[config.mk]
export PLATFORM = sky130hd
export DESIGN_NAME = frp_ram
export DESIGN_NICKNAME = d
export VERILOG_FILES = /design/src/hdl/frame_ring_with_crc_check_top_assert.svh /design/src/hdl/frp_ram.sv
export SDC_FILE = /design/constraint.sdc
export NUM_CORES = 1
export LEC_CHECK = 0
export BUFFER_PORTS_ARGS = -buffer_cell sky130_fd_sc_hd__buf_2
export CORE_UTILIZATION = 41
export DETAILED_ROUTE_END_ITERATION = 10
export SLEW_MARGIN = 20
export SYNTH_ARGS = -nofsm -noshare
export SYNTH_HDL_FRONTEND = slang
export SYNTH_SLANG_ARGS = --single-unit
[constraint.sdc]
create_clock -name clk_i -period 3.2 [get_ports clk_i]
set_clock_uncertainty 0.05 [all_clocks]
set_input_delay 0.64 -clock clk_i [delete_from_list [all_inputs] [get_ports clk_i]]
set_output_delay 0.64 -clock clk_i [all_outputs]
set_load 0.01 [all_outputs]
[src/hdl/frame_ring_with_crc_check_top_assert.svh]
// Assertion macros for the frame ring top level.
// Each use samples on clk_i and is disabled while rst_ni is low.
`ifndef FRAME_RING_WITH_CRC_CHECK_TOP_ASSERT_SVH
`define FRAME_RING_WITH_CRC_CHECK_TOP_ASSERT_SVH
`ifndef SYNTHESIS
`define FRP_ASSERT(name, prop, msg) \
  name: assert property (@(posedge clk_i) disable iff (!rst_ni) (prop)) else $error(msg);
`define FRP_ASSERT_IMPL(name, ante, cons, msg) \
  name: assert property (@(posedge clk_i) disable iff (!rst_ni) (ante) |-> (cons)) \
    else $error(msg);
`else
`define FRP_ASSERT(name, prop, msg)
`define FRP_ASSERT_IMPL(name, ante, cons, msg)
`endif
`endif

[src/hdl/frp_ram.sv]
`timescale 1ns / 1ps
// simple dual port RAM, registered read
module frp_ram #(
  parameter int WIDTH = 8,
  parameter int DEPTH = 64,
  parameter int AW    = $clog2(DEPTH)
) (
  input  logic             clk_i,
  input  logic             we_i,
  input  logic [AW-1:0]    waddr_i,
  input  logic [WIDTH-1:0] wdata_i,
  input  logic             re_i,
  input  logic [AW-1:0]    raddr_i,
  output logic [WIDTH-1:0] rdata_o
);

  logic [WIDTH-1:0] mem [DEPTH];

  always_ff @(posedge clk_i) begin
    if (we_i) begin
      mem[waddr_i] <= wdata_i;
    end
  end

  always_ff @(posedge clk_i) begin
    if (re_i) begin
      rdata_o <= mem[raddr_i];
    end
  end

endmodule

==> results.ini <==
[worst_setup_path]
rr_startpoint = mem[24][4]
rr_endpoint = rdata_o[4]
start_kind = input pin
crit_family = multiplexers
path_class = input pin to register
endpoint_kind = register
worst_path_most_repeated_cell = mux4_2
rrSetupSlack_ns = 0.99
max_stage_delay_ns = 0.51
reg2reg_depth = 6
critPathArrivalTime_ns = 2.78
critPathSlowestCell = mux4_2
cp.buffers_inverters = 2
cp_cell_sequence = clkbuf_8 -> buf_12 -> mux4_2 -> mux4_2 -> nor2_1 -> nor3_1 -> o2bb2ai_1
cp_max_fo = 28
worstPathRequired_ns = 3.49

[timing]
post-route-period-util = 0.777
worst-slew-pin-transition_ns = 0.845
rsz0062_at_grt = no
finalCriticalPeriod_ns = 2.49
hold_viol_final = 0
drv_slew = 0
setup_viol = 0
maxSlewHeadroom = 0.437
timing.fmax_mhz = 402
setup_tns_ns = 0

[clock_network]
post_cts_buffers = 0
cts_resized = 0
cts_buffers = 53
clock_latency_ns = 0.60
clockBufferDepth = 3
clk_pin_slew_ns = 0.06
htree_num_levels = 2
cts_root_buf = clkbuf_16
cts_tree = built
hold_buffers = 0
cts_sinks = 520

[route]
drc = 0
drt-pass1-iter-count = 5
wirelength_met1_mm = 20.2
dr.max_layer_used = met4
drt_iter0_markers = 926
wl_per_cell_microns = 26.0
drtAntennaViolNets = 0
route.met2.wl_mm = 22.0
routed_via_density = 5.54
wl_mm = 46.8
dr_wl_met3_mm = 3.65
dr_total_vias = 9942

[logic_synthesis]
synth_seq_area_share = 0.771
synth.distinct_cells = 39
syn_nets = 963
async_flop_share = 0
ys_seq_elements = 520
synthCells = 940
synth_edf_count = 520
synth_ff_type = edfxtp_1
netlist_area_sq_um = 20200
postSynthAreaPerCell_sq_um = 21.5
yosys_warnings = 0

[floorplan]
fp.dieH_microns = 224
die_w_microns = 224
dieArea_sq_um = 50300
row_count = 81
ioPinCount = 31
core_area_sq_um = 48800
initial_core_util = 0.414

[global_route]
grtUsageTotal = 0.192
grt_antenna_before_repair = 2
grt_max_degree = 65
grt_pass1_wl_mm = 69.1
grt.overflow.total = 0
grt_pass1_vias = 10200

[placed_design]
gp_congestion = 0.806
port_buffers = 30
dp_hpwl_mm = 29.4
dpl-instance-area_sq_um = 21900

[hold_path]
hold_path.class = input pin to register
hold_depth = 1
hp-start = re_i
hold_end = rdata_o[0]

[final_layout]
fin_nets = 1111
nFillCells = 4075
final_area_sq_um = 23500
area_delta_synth_final_pct = 16.3
layout-drive-gt1-share = 0.312

[status]
status = finished clean

[power]
p_per_area_nw_per_um2 = 606
p_total_mw = 14.3
leakage_nw = 7.51
seq_power_share = 0.531
p_switching_mw = 2.99
p_int_mw = 11.3
power_frac_clock = 0.417
p_comb_frac = 0.052
ir_drop_mv = 0.362
switching_share = 0.209

[flow_run]
drv_cap = 0

metrics by stage:
step / setup slack (ns) / utilization / cells / hold WS [ns]
after global routing: 0.659 / 0.482 / 1794 / 0.364
after CTS: 0.751 / 0.482 / 1794 / 0.343
final: 0.712 / 0.482 / 1796 / 0.378
after global placement: 0.116 / 0.448 / 1697 / 0.878
after floorplan: 0.704 / - / 940 / 0.689
after detailed placement: 0.110 / 0.448 / 1697 / 0.887
state kept, by name, summed over array words and instances (netlist names):
signal	cells
mem	512
rdata_o	8
worst max path at each step:
stage	start	end	slack [ns]	depth (start not counted)
6_report	raddr_i[0]	rdata_o[1]	0.71	7
5_1_grt	raddr_i[0]	rdata_o[1]	0.66	7
4_1_cts	raddr_i[0]	rdata_o[1]	0.75	7
3_5_place_dp	raddr_i[0]	rdata_o[1]	0.11	7
3_3_place_gp	raddr_i[0]	rdata_o[1]	0.12	7
2_1_floorplan	raddr_i[1]	rdata_o[3]	0.70	7
final cells by class:
| class | instances | area [sq um] | share of cell area |
|---|---|---|---|
| diodes | 2 | 5.00 | 0.000213 |
| clock buffers | 65 | 1370 | 0.0582 |
| clock inverters | 32 | 275 | 0.0117 |
| multi-input cells | 369 | 4320 | 0.183 |
| flip-flops and latches | 520 | 15600 | 0.663 |
| well taps | 664 | 831 | 0.0353 |
| repair buffers | 144 | 1130 | 0.0482 |
placed cells by master (no fill, tap or decap), types with 12 or more instances in the layout:
| master | n |
|---|---|
| buf_2 | 26 |
| buf_4 | 108 |
| clkbuf_1 | 12 |
| clkbuf_16 | 53 |
| clkinv_1 | 18 |
| edfxtp_1 | 520 |
| mux2_2 | 13 |
| mux2i_1 | 23 |
| mux4_2 | 126 |
| nand2_1 | 19 |
| nand3_1 | 13 |
| nor2_1 | 83 |
| nor2b_1 | 14 |
routing by layer:
layer | global-route usage | vias up
met1 | 0.273 | 5268
met2 | 0.298 | 365
met5 | 0 | -
met4 | 0.0542 | 0
li1 | - | 4240
met3 | 0.0438 | 69
Yosys cell counts (all sizes together) (2+ instances only):
cell type | instances | area share
o22ai | 8 | 0.0025
o221a | 2 | 0.0011
mux2i | 23 | 0.011
nor3 | 7 | 0.0017
a221oi | 6 | 0.0026
o41ai | 2 | 0.00087
clkbuf | 17 | 0.0032
nor4 | 2 | 0.00062
nor2b | 14 | 0.0043
mux4 | 126 | 0.14
edfxtp | 520 | 0.77
mux2 | 13 | 0.0072
o221ai | 8 | 0.0035
nand3b | 3 | 0.0011
o32ai | 2 | 0.00087
nand4 | 2 | 0.00062
a21oi | 3 | 0.00074
a2111oi | 2 | 0.00087
o21ai | 4 | 0.00099
o2111ai | 3 | 0.0013
o21a | 2 | 0.00074
buf | 34 | 0.012
nor2 | 83 | 0.015
a22oi | 3 | 0.0011
nand3 | 13 | 0.0032
o2bb2ai | 3 | 0.0013
nand2 | 19 | 0.0035
a211oi | 4 | 0.0015
nand2b | 7 | 0.0022
kinds of logic (layout without fill, tap and decap cells):
kind of cell | count (synthesis) | after routing | share of synthesized area
flops | 520 | 520 | 0.771
simple gates | 153 | 153 | 0.0337
mux | 162 | 162 | 0.159
compound gates | 54 | 54 | 0.0206
other cells | 0 | 2 | 0
buf+inv | 51 | 241 | 0.0156
power groups by stage:
stage	Combinational [mW]	Clock, mW	Sequential (mW)
3_3_place_gp	0.743	0	7.71
2_1_floorplan	0.402	0	7.71
4_1_cts	0.753	6.05	7.57
3_5_place_dp	0.753	0	7.71
5_1_grt	0.793	6.31	7.57
6_report	0.743	5.95	7.57
Power figures use the tool's default switching activity.
