**config.mk**
```make
export PLATFORM = sky130hd
export DESIGN_NAME = frp_ctrl
export DESIGN_NICKNAME = d
export VERILOG_FILES = /design/src/hdl/frame_ring_with_crc_check_top_assert.svh /design/src/hdl/frp_pkg.sv /design/src/hdl/frp_ctrl.sv
export SDC_FILE = /design/constraint.sdc
export NUM_CORES = 1
export LEC_CHECK = 0
export BUFFER_PORTS_ARGS = -buffer_cell sky130_fd_sc_hd__buf_2
export CAP_MARGIN = 20
export CORE_MARGIN = 2
export CORE_UTILIZATION = 61
export CTS_CLUSTER_DIAMETER = 60
export DETAILED_ROUTE_END_ITERATION = 10
export PLACE_DENSITY = 0.87
export SYNTH_ARGS = -nofsm -noshare
export SYNTH_HDL_FRONTEND = slang
export SYNTH_SLANG_ARGS = --single-unit
```
**constraint.sdc**
```tcl
create_clock -name clk_i -period 7.6 [get_ports clk_i]
set_clock_uncertainty 0.05 [all_clocks]
set_input_delay 0.76 -clock clk_i [delete_from_list [all_inputs] [get_ports clk_i]]
set_output_delay 0.76 -clock clk_i [all_outputs]
set_load 0.01 [all_outputs]
```
**src/hdl/frame_ring_with_crc_check_top_assert.svh**
```systemverilog
// Assertion macros for the frame ring top level.
// Each use samples on clk_i and is disabled while rst_ni is low.
`ifndef FRAME_RING_WITH_CRC_CHECK_TOP_ASSERT_SVH
`define FRAME_RING_WITH_CRC_CHECK_TOP_ASSERT_SVH
`ifndef SYNTHESIS
`define FRP_ASSERT(name, prop, msg) \
  name: assert property (@(posedge clk_i) disable iff (!rst_ni) (prop)) else $error(msg);
`define FRP_ASSERT_IMPL(name, ante, cons, msg) \
  name: assert property (@(posedge clk_i) disable iff (!rst_ni) (ante) |-> (cons)) \
    else $error(msg);
`else
`define FRP_ASSERT(name, prop, msg)
`define FRP_ASSERT_IMPL(name, ante, cons, msg)
`endif
`endif

```
**src/hdl/frp_pkg.sv**
```systemverilog
`timescale 1ns / 1ps
package frp_pkg;

  // ring geometry
  localparam int NUM_SLOTS = 64;
  localparam int SLOT_SIZE = 2048;

  localparam int SLOT_W  = (NUM_SLOTS > 1) ? $clog2(NUM_SLOTS) : 1;
  localparam int CNT_W   = $clog2(2 * NUM_SLOTS);  // head/tail count modulo 2*NUM_SLOTS
  localparam int OFF_W   = $clog2(SLOT_SIZE);      // byte index inside a slot
  localparam int LEN_W   = $clog2(SLOT_SIZE + 1);  // frame length, up to SLOT_SIZE
  localparam int BADDR_W = SLOT_W + OFF_W;
  localparam int BYTE_DEPTH = NUM_SLOTS * (2 ** OFF_W);

  // fixed field widths
  localparam int CFG_W   = 12;
  localparam int CFG_IDX_W = 4;
  localparam int USED_W  = 7;
  localparam int CRC_W   = 32;

  localparam logic [CFG_W-1:0] MAX_LEN_RST = 12'd1518;
  localparam logic [CFG_W-1:0] RD_CAP_RST  = 12'd2048;

  localparam logic [CRC_W-1:0] CRC_POLY = 32'hEDB8_8320;
  localparam logic [CRC_W-1:0] CRC_ONES = 32'hFFFF_FFFF;

  localparam logic MODE_PUSH = 1'b0;
  localparam logic MODE_PULL = 1'b1;

  typedef enum logic [CFG_IDX_W-1:0] {
    CFG_MAX_FRAME_LEN = 4'd0,
    CFG_READER_CAP    = 4'd1
  } cfg_idx_e;

  typedef enum logic [2:0] {
    STAT_OK       = 3'd0,
    STAT_EMPTY    = 3'd1,
    STAT_DROPPED  = 3'd2,
    STAT_REJECTED = 3'd3,
    STAT_CRC_BAD  = 3'd4
  } status_e;

  typedef enum logic {
    ST_IDLE,
    ST_READ
  } state_e;

  typedef struct packed {
    logic       mode;
    logic [7:0] data_byte;
    logic       last_byte;
  } in_item_t;

  typedef struct packed {
    logic [7:0]        out_byte;
    logic              byte_valid;
    logic              frame_end;
    logic [2:0]        status;
    logic [USED_W-1:0] used_slots;
    logic [31:0]       drop_count;
  } out_item_t;

  // per-slot descriptor: stored length and final CRC
  typedef struct packed {
    logic [LEN_W-1:0] len;
    logic [CRC_W-1:0] crc;
  } desc_t;

  typedef struct packed {
    logic               we;
    logic [BADDR_W-1:0] waddr;
    logic [7:0]         wdata;
    logic               re;
    logic [BADDR_W-1:0] raddr;
  } byte_req_t;

  typedef struct packed {
    logic              we;
    logic [SLOT_W-1:0] waddr;
    desc_t             wdata;
    logic              re;
    logic [SLOT_W-1:0] raddr;
  } desc_req_t;

  // reflected CRC-32, one byte
  function automatic logic [CRC_W-1:0] crc_byte(input logic [CRC_W-1:0] c,
                                                input logic [7:0] b);
    logic [CRC_W-1:0] x;
    x = c ^ {24'h0, b};
    for (int k = 0; k < 8; k++) begin
      x = x[0] ? (CRC_POLY ^ (x >> 1)) : (x >> 1);
    end
    return x;
  endfunction

  function automatic logic [CNT_W-1:0] cnt_next(input logic [CNT_W-1:0] c);
    return (c == CNT_W'(2 * NUM_SLOTS - 1)) ? '0 : c + 1'b1;
  endfunction

  function automatic logic [SLOT_W-1:0] slot_of(input logic [CNT_W-1:0] c);
    logic [CNT_W-1:0] s;
    s = (c >= CNT_W'(NUM_SLOTS)) ? c - CNT_W'(NUM_SLOTS) : c;
    return s[SLOT_W-1:0];
  endfunction

  function automatic logic [CNT_W-1:0] used_of(input logic [CNT_W-1:0] h,
                                               input logic [CNT_W-1:0] t);
    logic [CNT_W:0] d;
    d = (h >= t) ? {1'b0, h} - {1'b0, t}
                 : {1'b0, h} + (CNT_W + 1)'(2 * NUM_SLOTS) - {1'b0, t};
    return d[CNT_W-1:0];
  endfunction

endpackage

```
**src/hdl/frp_ctrl.sv**
```systemverilog
`timescale 1ns / 1ps
module frp_ctrl (
  input  logic                         clk_i,
  input  logic                         rst_ni,
  input  logic                         in_valid_i,
  output logic                         in_ready_o,
  input  frp_pkg::in_item_t            in_data_i,
  output logic                         out_valid_o,
  input  logic                         out_ready_i,
  output frp_pkg::out_item_t           out_data_o,
  input  logic                         cfg_valid_i,
  output logic                         cfg_ready_o,
  input  logic [frp_pkg::CFG_IDX_W-1:0] cfg_index_i,
  input  logic [frp_pkg::CFG_W-1:0]    cfg_wdata_i,
  output frp_pkg::byte_req_t           byte_req_o,
  input  logic [7:0]                   byte_rdata_i,
  output frp_pkg::desc_req_t           desc_req_o,
  input  frp_pkg::desc_t               desc_rdata_i
);
  import frp_pkg::*;

  state_e           state_q, state_d;
  logic [CNT_W-1:0] head_q, head_d, tail_q, tail_d;
  logic [LEN_W-1:0] push_off_q, push_off_d, pull_off_q, pull_off_d;
  logic [CRC_W-1:0] push_crc_q, push_crc_d, pull_crc_q, pull_crc_d;
  logic             push_disc_q, push_disc_d;
  logic [31:0]      drops_q, drops_d;
  logic [CFG_W-1:0] max_len_q, rd_cap_q;
  logic             out_valid_q, out_load;
  out_item_t        out_q, out_d;

  logic [CNT_W-1:0] used;
  logic             out_free, accept, drop_now, discard, reject, pull_last;
  logic [CRC_W-1:0] push_crc_nx, pull_crc_nx;
  logic [LEN_W-1:0] push_off_inc, pull_off_inc;

  assign cfg_ready_o = 1'b1;

  always_ff @(posedge clk_i or negedge rst_ni) begin
    if (!rst_ni) begin
      max_len_q <= MAX_LEN_RST;
      rd_cap_q  <= RD_CAP_RST;
    end else if (cfg_valid_i) begin
      unique case (cfg_index_i)
        CFG_MAX_FRAME_LEN: max_len_q <= cfg_wdata_i;
        CFG_READER_CAP:    rd_cap_q  <= cfg_wdata_i;
        default: ;
      endcase
    end
  end

  assign used         = used_of(head_q, tail_q);
  assign out_free     = !out_valid_q || out_ready_i;
  assign in_ready_o   = (state_q == ST_IDLE) && out_free;
  assign accept       = in_valid_i && in_ready_o;

  // drop check: full at frame start, or frame grows past either limit
  assign drop_now = !push_disc_q &&
                    (((push_off_q == '0) && (used >= CNT_W'(NUM_SLOTS))) ||
                     ({{(LEN_W > CFG_W ? 0 : CFG_W - LEN_W){1'b0}}, push_off_q} >=
                      {{(CFG_W > LEN_W ? 0 : LEN_W - CFG_W){1'b0}}, max_len_q}) ||
                     (push_off_q >= LEN_W'(SLOT_SIZE)));
  assign discard      = push_disc_q || drop_now;
  assign push_crc_nx  = crc_byte(push_crc_q, in_data_i.data_byte);
  assign push_off_inc = push_off_q + 1'b1;

  assign pull_crc_nx  = crc_byte(pull_crc_q, byte_rdata_i);
  assign pull_off_inc = pull_off_q + 1'b1;
  assign reject = (pull_off_q == '0) &&
                  ((desc_rdata_i.len == '0) ||
                   (desc_rdata_i.len > max_len_q) ||
                   (desc_rdata_i.len > rd_cap_q) ||
                   (desc_rdata_i.len > LEN_W'(SLOT_SIZE)));
  assign pull_last = pull_off_inc >= desc_rdata_i.len;

  always_comb begin
    state_d     = state_q;
    head_d      = head_q;
    tail_d      = tail_q;
    push_off_d  = push_off_q;
    push_crc_d  = push_crc_q;
    push_disc_d = push_disc_q;
    pull_off_d  = pull_off_q;
    pull_crc_d  = pull_crc_q;
    drops_d     = drops_q;
    out_load    = 1'b0;
    out_d       = out_q;

    byte_req_o.we    = 1'b0;
    byte_req_o.waddr = {slot_of(head_q), push_off_q[OFF_W-1:0]};
    byte_req_o.wdata = in_data_i.data_byte;
    byte_req_o.re    = 1'b0;
    byte_req_o.raddr = {slot_of(tail_q), pull_off_q[OFF_W-1:0]};
    desc_req_o.we    = 1'b0;
    desc_req_o.waddr = slot_of(head_q);
    desc_req_o.wdata = '{len: push_off_inc, crc: ~push_crc_nx};
    desc_req_o.re    = 1'b0;
    desc_req_o.raddr = slot_of(tail_q);

    unique case (state_q)
      ST_IDLE: begin
        if (accept) begin
          out_d.out_byte   = '0;
          out_d.byte_valid = 1'b0;
          out_d.frame_end  = 1'b0;
          out_d.status     = STAT_OK;
          if (in_data_i.mode == MODE_PUSH) begin
            out_load = 1'b1;
            if (drop_now) begin
              drops_d = drops_q + 1'b1;
            end
            if (discard) begin
              out_d.status = STAT_DROPPED;
              push_disc_d  = !in_data_i.last_byte;
              if (in_data_i.last_byte) begin
                push_off_d = '0;
                push_crc_d = CRC_ONES;
              end
            end else begin
              byte_req_o.we = 1'b1;
              if (in_data_i.last_byte) begin
                desc_req_o.we = 1'b1;
                head_d        = cnt_next(head_q);
                push_off_d    = '0;
                push_crc_d    = CRC_ONES;
              end else begin
                push_off_d = push_off_inc;
                push_crc_d = push_crc_nx;
              end
            end
          end else if (used == '0) begin
            out_load     = 1'b1;
            out_d.status = STAT_EMPTY;
          end else begin
            // fetch descriptor and byte, finish in ST_READ once the output is free
            byte_req_o.re = 1'b1;
            desc_req_o.re = 1'b1;
            state_d       = ST_READ;
          end
        end
      end
      ST_READ: begin
        if (out_free) begin
          out_load         = 1'b1;
          state_d          = ST_IDLE;
          out_d.out_byte   = '0;
          out_d.byte_valid = 1'b0;
          out_d.frame_end  = 1'b0;
          out_d.status     = STAT_OK;
          if (reject) begin
            out_d.status = STAT_REJECTED;
            tail_d       = cnt_next(tail_q);
            pull_crc_d   = CRC_ONES;
          end else begin
            out_d.out_byte   = byte_rdata_i;
            out_d.byte_valid = 1'b1;
            if (pull_last) begin
              out_d.frame_end = 1'b1;
              if (~pull_crc_nx != desc_rdata_i.crc) begin
                out_d.status = STAT_CRC_BAD;
              end
              tail_d     = cnt_next(tail_q);
              pull_off_d = '0;
              pull_crc_d = CRC_ONES;
            end else begin
              pull_off_d = pull_off_inc;
              pull_crc_d = pull_crc_nx;
            end
          end
        end
      end
      default: state_d = ST_IDLE;
    endcase

    if (out_load) begin
      out_d.used_slots = USED_W'(used_of(head_d, tail_d));
      out_d.drop_count = drops_d;
    end
  end

  always_ff @(posedge clk_i or negedge rst_ni) begin
    if (!rst_ni) begin
      state_q     <= ST_IDLE;
      head_q      <= '0;
      tail_q      <= '0;
      push_off_q  <= '0;
      push_crc_q  <= CRC_ONES;
      push_disc_q <= 1'b0;
      pull_off_q  <= '0;
      pull_crc_q  <= CRC_ONES;
      drops_q     <= '0;
      out_valid_q <= 1'b0;
    end else begin
      state_q     <= state_d;
      head_q      <= head_d;
      tail_q      <= tail_d;
      push_off_q  <= push_off_d;
      push_crc_q  <= push_crc_d;
      push_disc_q <= push_disc_d;
      pull_off_q  <= pull_off_d;
      pull_crc_q  <= pull_crc_d;
      drops_q     <= drops_d;
      if (out_load) begin
        out_valid_q <= 1'b1;
      end else if (out_ready_i) begin
        out_valid_q <= 1'b0;
      end
    end
  end

  always_ff @(posedge clk_i) begin
    out_q <= out_d;
  end

  assign out_valid_o = out_valid_q;
  assign out_data_o  = out_q;

endmodule

```
==> run metrics <==
status=finished clean; post-synth top area cell=dfrtp_1; DRC Markers=0; Combinational Power Share=52.4%; Max-cap violations=0; Die Ht=147.8 um; Top delay family on crit path=simple AND/OR/NAND/NOR gates; part of the power in registers=28.5%; remaining antenna violation count=0; Net Count, Synth=1365; Worst path slowest cell=dfrtp_1; Startpoint Class=flip-flop; IR drop worst, VDD=639.0 uV; total CTS buffers=23; worst endpoint required time=7800 ps; gr usage total=26.87%; Clk pwr share=19.1%; DRT Pass-1 Iters=5; Inst Count DP=1646; Distinct cells, synth=71; top cells by area, synth=dfrtp_1 17%, dfstp_2 15%, edfxtp_1 12%; fin worst setup slack=2439 ps; EDFF count, synth=52; worst hold path class=input port to async pin; Int Power=3672 uW; Tot Pwr=6195 uW; Final Slew Violations=0; CTS H-tree depth=1; die area=0.02186 mm^2; Clock Sinks=213; TNS Setup=0 ps; layout cells sized above 1=28.03%; initial DRC count=529; Post-DP HPWL=22080 um; vias in the first global route=9496; Synth Register Bits=213; power per cell area=426.2 mW/mm^2; area of the core=0.02030 mm^2; worst setup path class=flip-flop to flip-flop; pin count of the biggest net entering global routing=107; Post-Layout Cell Count=1691; grt ovf=0; CP most frequent cell=and3_1; global-route wire length before repair=47550 um; CTS Buffer Depth=3; Vias=9662; Hold Violations, Final=0; synthesized area=0.01262 mm^2; NetSw=2523 uW; CP bufs+invs=1; Pleak=0.006706 uW; Max Fclk=193.8 MHz; final setup vio count=0; syn avg cell area=10.41 um^2; Period minus WS final=5161 ps; Port Buffers=238; Place WS=2539 ps; part of the Yosys area used for sequential elements=45.01%; Area Overhead vs Synth=15.17%; final WL=29740 um; Max FO, Critical Path=10; Slew @ Worst Pin=997.8 ps; RSZ-0062 raised after global routing=no; post-cts hold buffer count=0; Critical Path, Cell by Cell=and3_1 > and3_1 > and3_1 > and3_1 > nand3_1 > xnor2_1 > ha_1 > nand4_1 > o21ai_2 > inv_2 > a21oi_1 > nand2_1 > nor2_1 > a21boi_0 > ha_1 > or3_1 > a211o_1 > a31o_1 > a21oi_2 > xnor2_1; Ports=240; fin crit share=67.91%; CTS tree=yes; Final #Nets=1556; sw frac=40.73%; number of antenna violations at the first check in global routing=2; Post-CTS Resized=0; Starting Density=62.18%; routed via count divided by cell count=5.714; Placer Congestion=0.9064; Synth top area share=17.45%; row count=52; CP arrival=5370 ps; Syn Inst Count=1212; chip width=147.8 um; DR WL/cell=17.59 um; Primary FF master, synth=dfrtp_1; ys async rst share=75.59%; Max-Slew Margin vs Limit=33.48%; root buf cell=clkbuf_16; worst skew pair latency=510 ps; Worst Setup End Kind=flip-flop; Hold Slack=323.9 ps; yosys warns=0; # Post-CTS Setup Buffers=0; clock slew at reported path FFs=60 ps; Max stage delay on crit path=460 ps
==> power groups by stage <==
stage	Combinational (uW)	Sequential [uW]	Clock, uW
CTS	3230	1760	1210
floorplan	2340	1740	0
finish	3250	1760	1190
global placement	3120	1760	0
global route	3530	1800	1250
detailed placement	3200	1780	0
==> area by class of cell <==
cell class	count	area, um^2
multi-input cells	856	6205
fillers	1464	5763
flip-flops and latches	213	5682
repair buffers	245	1270
clock buffers	28	604.3
well taps	270	337.8
inverters	64	240.2
clock inverters	14	195.2
diodes	1	2.502
==> routing by layer <==
| layer | up-vias | GRT usage [%] | part of all wire (%) |
|---|---|---|---|
| met5 | - | 0 | 0 |
| li1 | 4514 | - | - |
| met3 | 79 | 5.154 | 6.9 |
| met4 | 0 | 9.381 | 2.9 |
| met2 | 394 | 44.40 | 48 |
| met1 | 4675 | 35.79 | 42 |
==> cells in the final DEF, fill, tap and decap left out, types with 16 or more instances in the layout <==
| cell | n |
|---|---|
| nand3_1 | 40 |
| clkbuf_16 | 23 |
| ha_1 | 69 |
| a21oi_1 | 77 |
| o21ai_0 | 48 |
| nand4_1 | 17 |
| dfstp_2 | 73 |
| buf_2 | 237 |
| nor2_1 | 94 |
| dfrtp_1 | 88 |
| xor2_1 | 90 |
| o22a_1 | 16 |
| nand2_1 | 72 |
| edfxtp_1 | 52 |
| xnor2_1 | 142 |
| inv_1 | 63 |
| and3_1 | 30 |
==> worst register-to-register path: cells and delay by family (launching register included) <==
kind,cells,cell delay (ps)
and+or+nand+nor,9,1820
DFF,1,460
xor gates and xnor gates,2,260
adders and majority gates,2,580
AOI/OAI and AO/OA,6,1520
buffers and inverters,1,200
==> cell usage after synthesis, drive strengths merged (10+ instances only) <==
cell type	instances
o22a	16
ha	69
nand2	73
xnor2	148
nor2	95
nand3	41
a21oi	79
dfrtp	88
a21o	12
dfstp	73
nand4	19
clkbuf	20
mux2	16
and3	30
nor3	14
edfxtp	52
o21ai	50
xor2	95
inv	64
nor4	10
a22o	11
buf	59
==> stage by stage <==
stage / area (um^2) / util [%]
after CTS: 14500 / 71.43
after detailed placement: 13700 / 67.49
after global placement: 13700 / 67.49
after floorplan: 12620 / -
final: 14540 / 71.61
after global routing: 14540 / 71.61
==> final timing paths <==
check                          startpoint        endpoint  slack (ps)  cells past startpoint
setup / recovery            pull_off_q[2]  out_data_o[38]        2440                     20
hold / removal                     rst_ni     drops_q[25]         320                      1
setup reg to reg            pull_off_q[2]  out_data_o[38]        2440                     20
hold reg to reg               drops_q[12]     drops_q[12]         440                      1
max in group asynchronous          rst_ni    max_len_q[0]        5900                      2
min in group clk_i         cfg_wdata_i[1]    max_len_q[1]         430                      3
==> kinds of logic after synthesis <==
group	Yosys count	share of synthesized area, %
compound gates	200	10.05
xor+xnor	244	17.78
fa+ha+maj	70	6.998
buf+inv	143	5.948
flops	213	45.01
mux	18	1.616
other cells	1	0.02971
simple gates	323	12.56
==> state kept, by name, indices dropped and copies added (netlist names), named ones only <==
register / flops
drops_q: 32
head_q: 6
max_len_q: 12
out_data_o: 52
out_valid_o: 1
pull_crc_q: 32
pull_off_q: 12
push_crc_q: 32
push_disc_q: 1
push_off_q: 12
rd_cap_q: 12
state_q: 1
tail_q: 7
(Power assumes the default switching activity.)
